<file path="src/hw/rtl/poa_pkg.sv">
// Package for the prescaled oversampling averager.
// Field widths, register indexes, status codes and default parameters.
// No dependencies.
package poa_pkg;

    localparam int FIELD_W     = 32;  // width of sample and measurement fields
    localparam int STATUS_W    = 2;
    localparam int OS_W        = 4;   // oversample register and counter
    localparam int PS_W        = 16;  // prescale register and counter
    localparam int CFG_IDX_W   = 3;
    localparam int CFG_DATA_W  = 16;

    localparam int MAX_SAMPLES_DEF = 16;
    localparam int SAMPLE_BITS_DEF = 32;

    typedef enum logic [STATUS_W-1:0] {
        ST_INACTIVE  = 2'd0,
        ST_PRESCALED = 2'd1,
        ST_SAMPLED   = 2'd2,
        ST_MEASURED  = 2'd3
    } status_t;

    typedef enum logic [CFG_IDX_W-1:0] {
        REG_ENABLE  = 3'd0,
        REG_OS_HIGH = 3'd1,
        REG_PS_HIGH = 3'd2,
        REG_OS_LOW  = 3'd3,
        REG_PS_LOW  = 3'd4
    } cfg_idx_t;

endpackage

</file>
<file path="src/hw/rtl/poa_in_if.sv">
// Input channel of the averager: one tick with power mode and sample.
// Depends on poa_pkg.
interface poa_in_if;
    logic                              valid;
    logic                              ready;
    logic                              usb_power;
    logic signed [poa_pkg::FIELD_W-1:0] sample_value;

    modport source (output valid, output usb_power, output sample_value, input ready);
    modport sink   (input valid, input usb_power, input sample_value, output ready);
endinterface

</file>
<file path="src/hw/rtl/poa_out_if.sv">
// Output channel of the averager: status, last stored sample and last mean.
// Depends on poa_pkg.
interface poa_out_if;
    logic                              valid;
    logic                              ready;
    logic [poa_pkg::STATUS_W-1:0]       status;
    logic signed [poa_pkg::FIELD_W-1:0] last_sample;
    logic signed [poa_pkg::FIELD_W-1:0] measurement;

    modport source (output valid, output status, output last_sample, output measurement,
                    input ready);
    modport sink   (input valid, input status, input last_sample, input measurement,
                     output ready);
endinterface

</file>
<file path="src/hw/rtl/prescaled_oversampling_averager_top.sv">
// Top level of the prescaled oversampling averager.
// Depends on poa_pkg, poa_in_if, poa_out_if, poa_store and poa_div.
//
// Usage:
//   in_ch  : one transfer per tick, carrying usb_power and sample_value.
//   out_ch : one transfer per tick, carrying status, last_sample, measurement.
//   cfg_*  : write port for enable and the high/low power oversample and
//            prescale registers; write only while no tick is in flight.
// Sequence:
//   A tick that does not close a measurement goes from idle to S_EMIT, which
//   loads its result into the output register once that register is free
//   and then returns to idle, where the next tick is taken. A measuring tick
//   walks the sample store (one read a cycle, N = oversample + 1 reads), then
//   passes S_DRAIN and S_DIV_START, waits in S_DIV_WAIT for the bit-serial
//   divider and loads its result in S_EMIT in the same way; the next tick
//   is taken once the datapath is back in idle.
//   One tick is in the datapath at a time; in_ch.ready is high while idle.
//   The output register decouples the sides: a new tick is taken while the
//   previous result waits, and a stalled receiver holds the next result in
//   the datapath until the output register frees.
// Reset clears the configuration registers, counters, held values, the output
// valid flag and the store's valid bits; no clearing pass is needed.
module prescaled_oversampling_averager_top #(
    parameter int MAX_SAMPLES = poa_pkg::MAX_SAMPLES_DEF,
    parameter int SAMPLE_BITS = poa_pkg::SAMPLE_BITS_DEF
) (
    input  logic                            clk,
    input  logic                            rst_n,
    input  logic                            cfg_we,
    input  logic [poa_pkg::CFG_IDX_W-1:0]   cfg_index,
    input  logic [poa_pkg::CFG_DATA_W-1:0]  cfg_data,
    poa_in_if.sink                          in_ch,
    poa_out_if.source                       out_ch
);

    localparam int IDX_W   = (MAX_SAMPLES > 1) ? $clog2(MAX_SAMPLES) : 1;
    localparam int OS_CAP  = MAX_SAMPLES - 1;
    localparam int CNT_MAX = (MAX_SAMPLES < 16) ? MAX_SAMPLES : 16;
    localparam int SUM_W   = SAMPLE_BITS + $clog2(CNT_MAX) + 1;
    localparam int DEN_W   = $clog2(CNT_MAX + 1);
    localparam int OS_W    = poa_pkg::OS_W;
    localparam int PS_W    = poa_pkg::PS_W;
    localparam int FIELD_W = poa_pkg::FIELD_W;

    typedef enum logic [5:0] {
        S_IDLE      = 6'b000001,
        S_READ      = 6'b000010,
        S_DRAIN     = 6'b000100,
        S_DIV_START = 6'b001000,
        S_DIV_WAIT  = 6'b010000,
        S_EMIT      = 6'b100000
    } state_t;

    // configuration registers
    logic            enable_reg;
    logic [OS_W-1:0] os_high_reg;
    logic [PS_W-1:0] ps_high_reg;
    logic [OS_W-1:0] os_low_reg;
    logic [PS_W-1:0] ps_low_reg;

    // datapath state
    state_t                        state_reg, state_next;
    logic [PS_W-1:0]               ps_count_reg, ps_count_next;
    logic [OS_W-1:0]               os_count_reg, os_count_next;
    logic [OS_W-1:0]               os_lim_reg, os_lim_next;
    logic [OS_W-1:0]               rd_idx_reg, rd_idx_next;
    logic                          rd_vld_reg;
    logic signed [SUM_W-1:0]       acc_reg, acc_next;
    logic signed [SAMPLE_BITS-1:0] held_sample_reg, held_sample_next;
    logic signed [SAMPLE_BITS-1:0] held_meas_reg, held_meas_next;
    poa_pkg::status_t              status_reg, status_next;

    // output register
    logic                          out_valid_reg, out_valid_next;
    logic [poa_pkg::STATUS_W-1:0]  out_status_reg;
    logic signed [FIELD_W-1:0]     out_sample_reg;
    logic signed [FIELD_W-1:0]     out_meas_reg;

    // tick evaluation
    logic                          in_fire;
    logic                          out_load;
    logic [OS_W-1:0]               os_lim;
    logic [PS_W-1:0]               ps_lim;
    logic [OS_W-1:0]               os_c;
    logic [PS_W-1:0]               ps_c;
    logic signed [SAMPLE_BITS-1:0] sample_in;

    // store and divider connections
    logic                          st_we;
    logic                          st_re;
    logic signed [SAMPLE_BITS-1:0] st_rdata;
    logic                          div_start;
    logic                          div_done;
    logic signed [SUM_W-1:0]       div_quo;

    always_ff @(posedge clk or negedge rst_n)
    begin
        if (!rst_n)
        begin
            enable_reg  <= 1'b0;
            os_high_reg <= '0;
            ps_high_reg <= '0;
            os_low_reg  <= '0;
            ps_low_reg  <= '0;
        end
        else if (cfg_we)
        begin
            case (poa_pkg::cfg_idx_t'(cfg_index))
                poa_pkg::REG_ENABLE:  enable_reg  <= cfg_data[0];
                poa_pkg::REG_OS_HIGH: os_high_reg <= cfg_data[OS_W-1:0];
                poa_pkg::REG_PS_HIGH: ps_high_reg <= cfg_data[PS_W-1:0];
                poa_pkg::REG_OS_LOW:  os_low_reg  <= cfg_data[OS_W-1:0];
                poa_pkg::REG_PS_LOW:  ps_low_reg  <= cfg_data[PS_W-1:0];
                default: ;
            endcase
        end
    end

    assign in_fire   = in_ch.valid && (state_reg == S_IDLE);
    assign out_load  = (state_reg == S_EMIT) && (!out_valid_reg || out_ch.ready);
    assign sample_in = in_ch.sample_value[SAMPLE_BITS-1:0];

    // limits for the selected power mode, counters clamped to them
    always_comb
    begin
        os_lim = in_ch.usb_power ? os_high_reg : os_low_reg;
        ps_lim = in_ch.usb_power ? ps_high_reg : ps_low_reg;
        if (int'(os_lim) > OS_CAP)
        begin
            os_lim = OS_W'(OS_CAP);
        end
        ps_c = (ps_count_reg > ps_lim) ? ps_lim : ps_count_reg;
        os_c = (os_count_reg > os_lim) ? os_lim : os_count_reg;
    end

    always_comb
    begin
        state_next       = state_reg;
        ps_count_next    = ps_count_reg;
        os_count_next    = os_count_reg;
        os_lim_next      = os_lim_reg;
        rd_idx_next      = rd_idx_reg;
        acc_next         = acc_reg;
        held_sample_next = held_sample_reg;
        held_meas_next   = held_meas_reg;
        status_next      = status_reg;
        out_valid_next   = out_valid_reg;
        st_we            = 1'b0;
        st_re            = 1'b0;
        div_start        = 1'b0;

        if (out_ch.ready)
        begin
            out_valid_next = 1'b0;
        end

        if (rd_vld_reg)
        begin
            acc_next = acc_reg + SUM_W'(st_rdata);
        end

        case (state_reg)
            S_IDLE:
            begin
                if (in_fire)
                begin
                    state_next = S_EMIT;
                    if (!enable_reg)
                    begin
                        status_next = poa_pkg::ST_INACTIVE;
                    end
                    else if (ps_c != '0)
                    begin
                        ps_count_next = ps_c - 1'b1;
                        os_count_next = os_c;
                        status_next   = poa_pkg::ST_PRESCALED;
                    end
                    else
                    begin
                        ps_count_next    = ps_lim;
                        held_sample_next = sample_in;
                        st_we            = 1'b1;
                        if (os_c == '0)
                        begin
                            os_count_next = os_lim;
                            os_lim_next   = os_lim;
                            rd_idx_next   = '0;
                            acc_next      = '0;
                            status_next   = poa_pkg::ST_MEASURED;
                            state_next    = S_READ;
                        end
                        else
                        begin
                            os_count_next = os_c - 1'b1;
                            status_next   = poa_pkg::ST_SAMPLED;
                        end
                    end
                end
            end
            S_READ:
            begin
                st_re = 1'b1;
                if (rd_idx_reg == os_lim_reg)
                begin
                    state_next = S_DRAIN;
                end
                else
                begin
                    rd_idx_next = rd_idx_reg + 1'b1;
                end
            end
            S_DRAIN:
            begin
                state_next = S_DIV_START;
            end
            S_DIV_START:
            begin
                div_start  = 1'b1;
                state_next = S_DIV_WAIT;
            end
            S_DIV_WAIT:
            begin
                if (div_done)
                begin
                    held_meas_next = div_quo[SAMPLE_BITS-1:0];
                    state_next     = S_EMIT;
                end
            end
            S_EMIT:
            begin
                if (out_load)
                begin
                    out_valid_next = 1'b1;
                    state_next     = S_IDLE;
                end
            end
            default:
            begin
                state_next = S_IDLE;
            end
        endcase
    end

    always_ff @(posedge clk or negedge rst_n)
    begin
        if (!rst_n)
        begin
            state_reg       <= S_IDLE;
            ps_count_reg    <= '0;
            os_count_reg    <= '0;
            os_lim_reg      <= '0;
            rd_idx_reg      <= '0;
            rd_vld_reg      <= 1'b0;
            acc_reg         <= '0;
            held_sample_reg <= '0;
            held_meas_reg   <= '0;
            status_reg      <= poa_pkg::ST_INACTIVE;
            out_valid_reg   <= 1'b0;
        end
        else
        begin
            state_reg       <= state_next;
            ps_count_reg    <= ps_count_next;
            os_count_reg    <= os_count_next;
            os_lim_reg      <= os_lim_next;
            rd_idx_reg      <= rd_idx_next;
            rd_vld_reg      <= st_re;
            acc_reg         <= acc_next;
            held_sample_reg <= held_sample_next;
            held_meas_reg   <= held_meas_next;
            status_reg      <= status_next;
            out_valid_reg   <= out_valid_next;
        end
    end

    always_ff @(posedge clk)
    begin
        if (out_load)
        begin
            out_status_reg <= status_reg;
            out_sample_reg <= FIELD_W'(held_sample_reg);
            out_meas_reg   <= FIELD_W'(held_meas_reg);
        end
    end

    poa_store #(
        .DEPTH  (MAX_SAMPLES),
        .DATA_W (SAMPLE_BITS),
        .ADDR_W (IDX_W)
    ) u_store (
        .clk   (clk),
        .rst_n (rst_n),
        .we    (st_we),
        .waddr (IDX_W'(os_c)),
        .wdata (sample_in),
        .re    (st_re),
        .raddr (IDX_W'(rd_idx_reg)),
        .rdata (st_rdata)
    );

    poa_div #(
        .SUM_W (SUM_W),
        .DEN_W (DEN_W)
    ) u_div (
        .clk      (clk),
        .rst_n    (rst_n),
        .start    (div_start),
        .dividend (acc_reg),
        .divisor  (DEN_W'({1'b0, os_lim_reg} + 1'b1)),
        .done     (div_done),
        .quotient (div_quo)
    );

    assign in_ch.ready        = (state_reg == S_IDLE);
    assign out_ch.valid       = out_valid_reg;
    assign out_ch.status      = out_status_reg;
    assign out_ch.last_sample = out_sample_reg;
    assign out_ch.measurement = out_meas_reg;

    // oversample counter always indexes inside the store
    a_os_in_store: assert property (@(posedge clk) disable iff (!rst_n)
        int'(os_count_reg) <= OS_CAP)
        else $error("oversample counter beyond store");

    // store walk never passes the measurement's limit
    a_rd_in_limit: assert property (@(posedge clk) disable iff (!rst_n)
        (state_reg == S_READ) |-> (rd_idx_reg <= os_lim_reg))
        else $error("store read beyond oversample limit");

    // divider finishes only while it is being waited on
    a_div_done: assert property (@(posedge clk) disable iff (!rst_n)
        div_done |-> (state_reg == S_DIV_WAIT))
        else $error("divider done outside wait state");

    // an accepted tick takes the datapath out of idle
    a_busy_after_fire: assert property (@(posedge clk) disable iff (!rst_n)
        in_fire |=> (state_reg != S_IDLE))
        else $error("tick accepted but datapath stayed idle");

    // store is written only on an accepted tick
    a_write_on_fire: assert property (@(posedge clk) disable iff (!rst_n)
        st_we |-> (in_fire && enable_reg))
        else $error("store written without an accepted tick");

endmodule

</file>
<file path="src/hw/rtl/poa_store.sv">
// Sample store: single-port-write, registered-read memory with per-entry
// valid bits so that unwritten entries read as zero after reset. No package use.
module poa_store #(
    parameter int DEPTH  = 16,
    parameter int DATA_W = 32,
    parameter int ADDR_W = 4
) (
    input  logic                     clk,
    input  logic                     rst_n,
    input  logic                     we,
    input  logic [ADDR_W-1:0]        waddr,
    input  logic signed [DATA_W-1:0] wdata,
    input  logic                     re,
    input  logic [ADDR_W-1:0]        raddr,
    output logic signed [DATA_W-1:0] rdata
);

    logic signed [DATA_W-1:0] mem [0:DEPTH-1];
    logic [DEPTH-1:0]         valid_reg;
    logic signed [DATA_W-1:0] rdata_reg;
    logic                     rvalid_reg;

    always_ff @(posedge clk)
    begin
        if (we)
        begin
            mem[waddr] <= wdata;
        end
        if (re)
        begin
            rdata_reg <= mem[raddr];
        end
    end

    always_ff @(posedge clk or negedge rst_n)
    begin
        if (!rst_n)
        begin
            valid_reg  <= '0;
            rvalid_reg <= 1'b0;
        end
        else
        begin
            if (we)
            begin
                valid_reg[waddr] <= 1'b1;
            end
            if (re)
            begin
                rvalid_reg <= valid_reg[raddr];
            end
        end
    end

    assign rdata = rvalid_reg ? rdata_reg : '0;

endmodule

</file>
<file path="src/hw/rtl/poa_div.sv">
// Serial restoring divider, one quotient bit per cycle, truncating toward zero.
// Signed dividend, positive unsigned divisor. No package use.
module poa_div #(
    parameter int SUM_W = 37,
    parameter int DEN_W = 5
) (
    input  logic                    clk,
    input  logic                    rst_n,
    input  logic                    start,
    input  logic signed [SUM_W-1:0] dividend,
    input  logic [DEN_W-1:0]        divisor,
    output logic                    done,
    output logic signed [SUM_W-1:0] quotient
);

    localparam int CNT_W = $clog2(SUM_W + 1);

    logic             busy_reg;
    logic             done_reg;
    logic [CNT_W-1:0] cnt_reg;
    logic [DEN_W-1:0] rem_reg;
    logic [DEN_W-1:0] den_reg;
    logic [SUM_W-1:0] quo_reg;
    logic             neg_reg;

    logic [DEN_W:0]   trial;
    logic             fits;
    logic [DEN_W-1:0] rem_next;

    always_comb
    begin
        trial    = {rem_reg, quo_reg[SUM_W-1]};
        fits     = (trial >= {1'b0, den_reg});
        rem_next = fits ? DEN_W'(trial - {1'b0, den_reg}) : DEN_W'(trial);
    end

    always_ff @(posedge clk or negedge rst_n)
    begin
        if (!rst_n)
        begin
            busy_reg <= 1'b0;
            done_reg <= 1'b0;
            cnt_reg  <= '0;
        end
        else
        begin
            done_reg <= 1'b0;
            if (start)
            begin
                busy_reg <= 1'b1;
                cnt_reg  <= CNT_W'(SUM_W);
            end
            else if (busy_reg)
            begin
                cnt_reg <= cnt_reg - 1'b1;
                if (cnt_reg == CNT_W'(1))
                begin
                    busy_reg <= 1'b0;
                    done_reg <= 1'b1;
                end
            end
        end
    end

    always_ff @(posedge clk)
    begin
        if (start)
        begin
            quo_reg <= dividend[SUM_W-1] ? SUM_W'(-dividend) : SUM_W'(dividend);
            neg_reg <= dividend[SUM_W-1];
            den_reg <= divisor;
            rem_reg <= '0;
        end
        else if (busy_reg)
        begin
            rem_reg <= rem_next;
            quo_reg <= {quo_reg[SUM_W-2:0], fits};
        end
    end

    assign done     = done_reg;
    assign quotient = neg_reg ? -$signed(quo_reg) : $signed(quo_reg);

endmodule

</file>
<file path="src/flat_wrapper.sv">
// flat-port wrapper written by rule: the top's interface ports become plain ports
module prescaled_oversampling_averager_top_flat 
#(
    parameter int MAX_SAMPLES = poa_pkg::MAX_SAMPLES_DEF,
    parameter int SAMPLE_BITS = poa_pkg::SAMPLE_BITS_DEF
)
  (clk, rst_n, cfg_we, cfg_index, cfg_data, in_ch_valid, in_ch_usb_power, in_ch_sample_value, in_ch_ready, out_ch_valid, out_ch_status, out_ch_last_sample, out_ch_measurement, out_ch_ready);
  poa_in_if in_ch_i ();
  poa_out_if out_ch_i ();
  input  logic clk;
  input  logic rst_n;
  input  logic cfg_we;
  input  logic [poa_pkg::CFG_IDX_W-1:0] cfg_index;
  input  logic [poa_pkg::CFG_DATA_W-1:0] cfg_data;
  input wire logic [$bits(in_ch_i.valid)-1:0] in_ch_valid;
  input wire logic [$bits(in_ch_i.usb_power)-1:0] in_ch_usb_power;
  input wire logic [$bits(in_ch_i.sample_value)-1:0] in_ch_sample_value;
  output wire logic [$bits(in_ch_i.ready)-1:0] in_ch_ready;
  output wire logic [$bits(out_ch_i.valid)-1:0] out_ch_valid;
  output wire logic [$bits(out_ch_i.status)-1:0] out_ch_status;
  output wire logic [$bits(out_ch_i.last_sample)-1:0] out_ch_last_sample;
  output wire logic [$bits(out_ch_i.measurement)-1:0] out_ch_measurement;
  input wire logic [$bits(out_ch_i.ready)-1:0] out_ch_ready;
  assign in_ch_i.valid = in_ch_valid;
  assign in_ch_i.usb_power = in_ch_usb_power;
  assign in_ch_i.sample_value = in_ch_sample_value;
  assign in_ch_ready = in_ch_i.ready;
  assign out_ch_valid = out_ch_i.valid;
  assign out_ch_status = out_ch_i.status;
  assign out_ch_last_sample = out_ch_i.last_sample;
  assign out_ch_measurement = out_ch_i.measurement;
  assign out_ch_i.ready = out_ch_ready;
  prescaled_oversampling_averager_top #(.MAX_SAMPLES(MAX_SAMPLES), .SAMPLE_BITS(SAMPLE_BITS)) u_core (.clk(clk), .rst_n(rst_n), .cfg_we(cfg_we), .cfg_index(cfg_index), .cfg_data(cfg_data), .in_ch(in_ch_i), .out_ch(out_ch_i));
endmodule
</file>
<file path="config.mk">
export PLATFORM = sky130hd
export DESIGN_NAME = prescaled_oversampling_averager_top_flat
export DESIGN_NICKNAME = d
export VERILOG_FILES = /design/src/hw/rtl/poa_pkg.sv /design/src/hw/rtl/poa_in_if.sv /design/src/hw/rtl/poa_out_if.sv /design/src/hw/rtl/prescaled_oversampling_averager_top.sv /design/src/hw/rtl/poa_store.sv /design/src/hw/rtl/poa_div.sv /design/src/flat_wrapper.sv
export SDC_FILE = /design/constraint.sdc
export NUM_CORES = 1
export LEC_CHECK = 0
export BUFFER_PORTS_ARGS = -buffer_cell sky130_fd_sc_hd__buf_2
export CORE_MARGIN = 2
export CORE_UTILIZATION = 56
export DETAILED_ROUTE_END_ITERATION = 16
export PLACE_DENSITY = 0.85
export SETUP_SLACK_MARGIN = 0.05
export SLEW_MARGIN = 30
export SYNTH_ARGS = -nofsm -noshare
export SYNTH_HDL_FRONTEND = slang
export SYNTH_SLANG_ARGS = --single-unit
</file>
<file path="constraint.sdc">
create_clock -name clk -period 4.95 [get_ports clk]
set_input_delay 0.495 -clock clk [delete_from_list [all_inputs] [get_ports clk]]
set_output_delay 0.495 -clock clk [all_outputs]
set_load 0.01 [all_outputs]
</file>
==> results.md <==
- Run status: complete, no violations
- CP Max Fanout: 33
- Slew Viols, Final: 0
- GRT overflow: 0
- RSZ-0062 raised after global routing: false
- Post-synth EDFFs: between 600 and 700
- Top Ports: ~130
- Synth Area in Adders: 0.0247
- Sequential area share after synthesis: 0.662
- Mapped Avg Cell Area: 14.3 µm²
- Die Wd: around 260 µm
- IO Port Bufs: around 120
- Finished Core Util: 0.647
- P&R area growth vs syn: 14.0%
- Kind of critical path: flop to flop
- Vias in the first global route: between 20k and 25k
- CTS max path bufs: 3
- Worst-Skew Late Latency: 660 ps
- CTS tree: built
- Die H: approximately 260 µm
- Final Routed Wirelength: 89800 µm
- Crit-path leading delay family: simple AND/OR/NAND/NOR gates
- Antenna Nets Post-Route: 0
- Clock Skew: roughly 43 ps
- Min Clock Period, post-route: 4660 ps
- Clock-pin slew on the worst setup and hold paths: roughly 70 ps
- Count of cell types in the netlist: 77
- Leading cell type by number of instances after synthesis: edfxtp_1
- Worst hold path type: input pin to flop
- Max VDD drop: around 0.00034 V
- CTS Buf Count: 86
- GP Congestion: roughly 0.90
- Post-synth top cells: 653 x edfxtp_1, 214 x nand2_1, 206 x o21ai_0, 204 x dfrtp_1, 148 x mux2i_1
- Synth warn: 0
- Ratio of cells with drive above 1 in the final layout: 0.195
- Area share of the leading cell type in the synthesized netlist: 0.522
- Flip-flop count of the largest register after layout: just over 500
- Setup_tns: 0 ps
- Post-synth ARST share: 0.238
- Slew @ Worst Pin: 1020 ps
- CP Buf/Inv Count: 5
- Placed Cells incl. Taps: between 3k and 4k
- Drt via density: 6.31
- Antenna violations before repair: 2
- CP max-delay cell: a2111o_1
- Synth top area cells: edfxtp_1 52%, dfrtp_1 14%, mux4_2 4.0%
- Vias: 23.6k
- Maximum clock frequency: roughly 210 MHz
- Syn_nets: approximately 2.7k
- PwrDens: 478 mW/mm²
- Compound-Gate Fraction of Synth Area: 0.0891
- Wire length per cell: approximately 24 µm
- Synthesized instance count: 2619
- Final setup vio count: 0
- Core area: 0.0661 mm²
- Largest family of logic cells by synthesized area: multiplexers
- XOR/XNOR share of the synthesized area: 0.0238
- Router iterations before antenna repair: 6
- Cell taking the most area after synthesis: edfxtp_1
- Largest net degree at the start of global routing: 94
- First-pass GRT wire length: approximately 140000 µm
- Ys flop type: edfxtp_1
- Number of synthesized register bits: 863
- Max cap viols: 0
- Max incr delay on CP: 440 ps
- Non-Filler Instances: around 3.7k
- Drt initial violations: approximately 2.7k
- Mux share of post-synthesis cell area: 0.111
- Drt drc: 0
- CP Capture Type: flop
- HPWL after DPL: ~56000 µm
- Num Clock Sinks: approximately 860
- Root Driver: clkbuf_16
- Slew Limit Headroom: 0.323
- Final nets: 2930
- # rows: between 90 and 100
- Final period util: 0.942
- CP Cell Sequence: mux2_2 > inv_1 > ha_1 > nand4_1 > nor3_1 > a2111o_1 > o31a_1 > buf_6 > nor4_1 > a41oi_1 > nor4_4 > buf_4 > and3b_1 > nand2_1 > clkinvlp_4 > buf_12
- Simple-gate area share of the yosys netlist: 0.0719
- Leak: between 15 and 20 nW
- Syn Std Cell Area: ~0.038 mm²
- Total Routing Usage GR: 0.258
- CP startpoint kind: flop
- Clock H-tree levels: 3
- Worst EP required: approximately 5300 ps
- Initial Utilization: 0.568
- Data arrival, critical path: ~5000 ps
- Die Area: approximately 0.07 mm²
- Final hold violation count: 0
## final timing paths
kind	start	end	slack [ps]	cells past startpoint
worst max-delay path	u_core.ps_low_reg[14]$_DFFE_PN0P_	u_core.u_store.mem[8][1]$_DFFE_PP_	290	16
worst min-delay path	out_ch_ready	u_core.out_ch.valid$_DFF_PN0_	50	2
worst max register to register	u_core.ps_low_reg[14]$_DFFE_PN0P_	u_core.u_store.mem[8][1]$_DFFE_PP_	290	16
worst min register to register	u_core.held_sample_reg[24]$_DFFE_PN0P_	u_core.out_ch.last_sample[24]$_DFFE_PP_	440	0
max in group asynchronous	rst_n	u_core.rd_idx_reg[3]$_DFFE_PN0P_	3330	3
min in group asynchronous	rst_n	u_core.held_sample_reg[24]$_DFFE_PN0P_	480	2
## cell usage in the layout (no fill, tap or decap), drive strengths merged, types with 8 or more instances in the layout
| master | Yosys | routed |
|---|---|---|
| or4 | 14 | 14 |
| a21o | 23 | 23 |
| dfrtp | 204 | 204 |
| a221oi | 36 | 36 |
| ha | 71 | 71 |
| a21oi | 116 | 116 |
| nand4 | 15 | 15 |
| a22oi | 33 | 33 |
| nand2b | 16 | 16 |
| or3 | 12 | 12 |
| and2 | 52 | 52 |
| a211oi | 13 | 13 |
| clkinv | 0 | 28 |
| nor3 | 20 | 20 |
| o31ai | 22 | 22 |
| xor2 | 75 | 75 |
| a31oi | 11 | 11 |
| nand2 | 214 | 214 |
| clkbuf | 78 | 116 |
| nand3 | 18 | 18 |
| inv | 57 | 60 |
| nor4 | 18 | 18 |
| nor2 | 106 | 106 |
| nor2b | 15 | 15 |
| mux2i | 148 | 148 |
| and3 | 8 | 8 |
| o21ai | 208 | 208 |
| o41ai | 12 | 12 |
| edfxtp | 653 | 653 |
| xnor2 | 27 | 27 |
| buf | 37 | 207 |
| or2 | 19 | 19 |
| mux4 | 67 | 67 |
| nand3b | 8 | 8 |
| mux2 | 105 | 105 |
## timing repair
item / 4_1_cts / 5_1_grt
setup buffers: 0 / 0
hold buffers: 1 / 0
resized for setup: 0 / 4
endpoints found under the setup margin: 0 / 347
hold endpoints to repair: 89 / 0
## per-layer routing
layer,vias up,wire [µm],part of all wire,track usage
li1,10400,-,-,-
met3,239,7730,0.086,0.0478
met5,-,0,0,0
met2,1233,44600,0.50,0.435
met4,0,3120,0.035,0.104
met1,11700,34400,0.38,0.331
## logic make-up (layout without fill, tap and decap cells)
| group | after synthesis | in the layout |
|---|---|---|
| and+or+nand+nor | 551 | 551 |
| adders and majority gates | 73 | 73 |
| DFF | 863 | 863 |
| muxes | 320 | 320 |
| other | 0 | 1 |
| buffers and inverters | 172 | 423 |
| xor gates and xnor gates | 102 | 102 |
| AOI/OAI and AO/OA | 538 | 538 |
## area by class of cell
class,count,area (µm²)
clock buffers,116,2380
inverters,57,218
repair buffers,208,1630
flip-flops and latches,863,24800
multi-input cells,1584,12100
fillers,4517,23300
clock inverters,42,480
well taps,864,1080
diodes,1,2.50
## power by group
group / internal (mW) / total (mW) / switching [mW]
Sequential: 8.42 / 8.95 / 0.536
Clock: 3.77 / 6.58 / 2.81
Combinational: 1.84 / 4.91 / 3.07
Total: 14.0 / 20.4 / 6.42
## metrics by stage
step	power (mW)	cell area, µm²	hold WS (ps)	worst slack [ps]
final	20.4	42800	54.9	286
after global routing	21.2	42800	77.6	100
after CTS	20.4	42700	24.7	234
after detailed placement	13.8	39900	429	-152
after global placement	13.5	39800	431	-26.3
after floorplan	12.1	37600	199	63.3
Power figures use the tool's default switching activity.
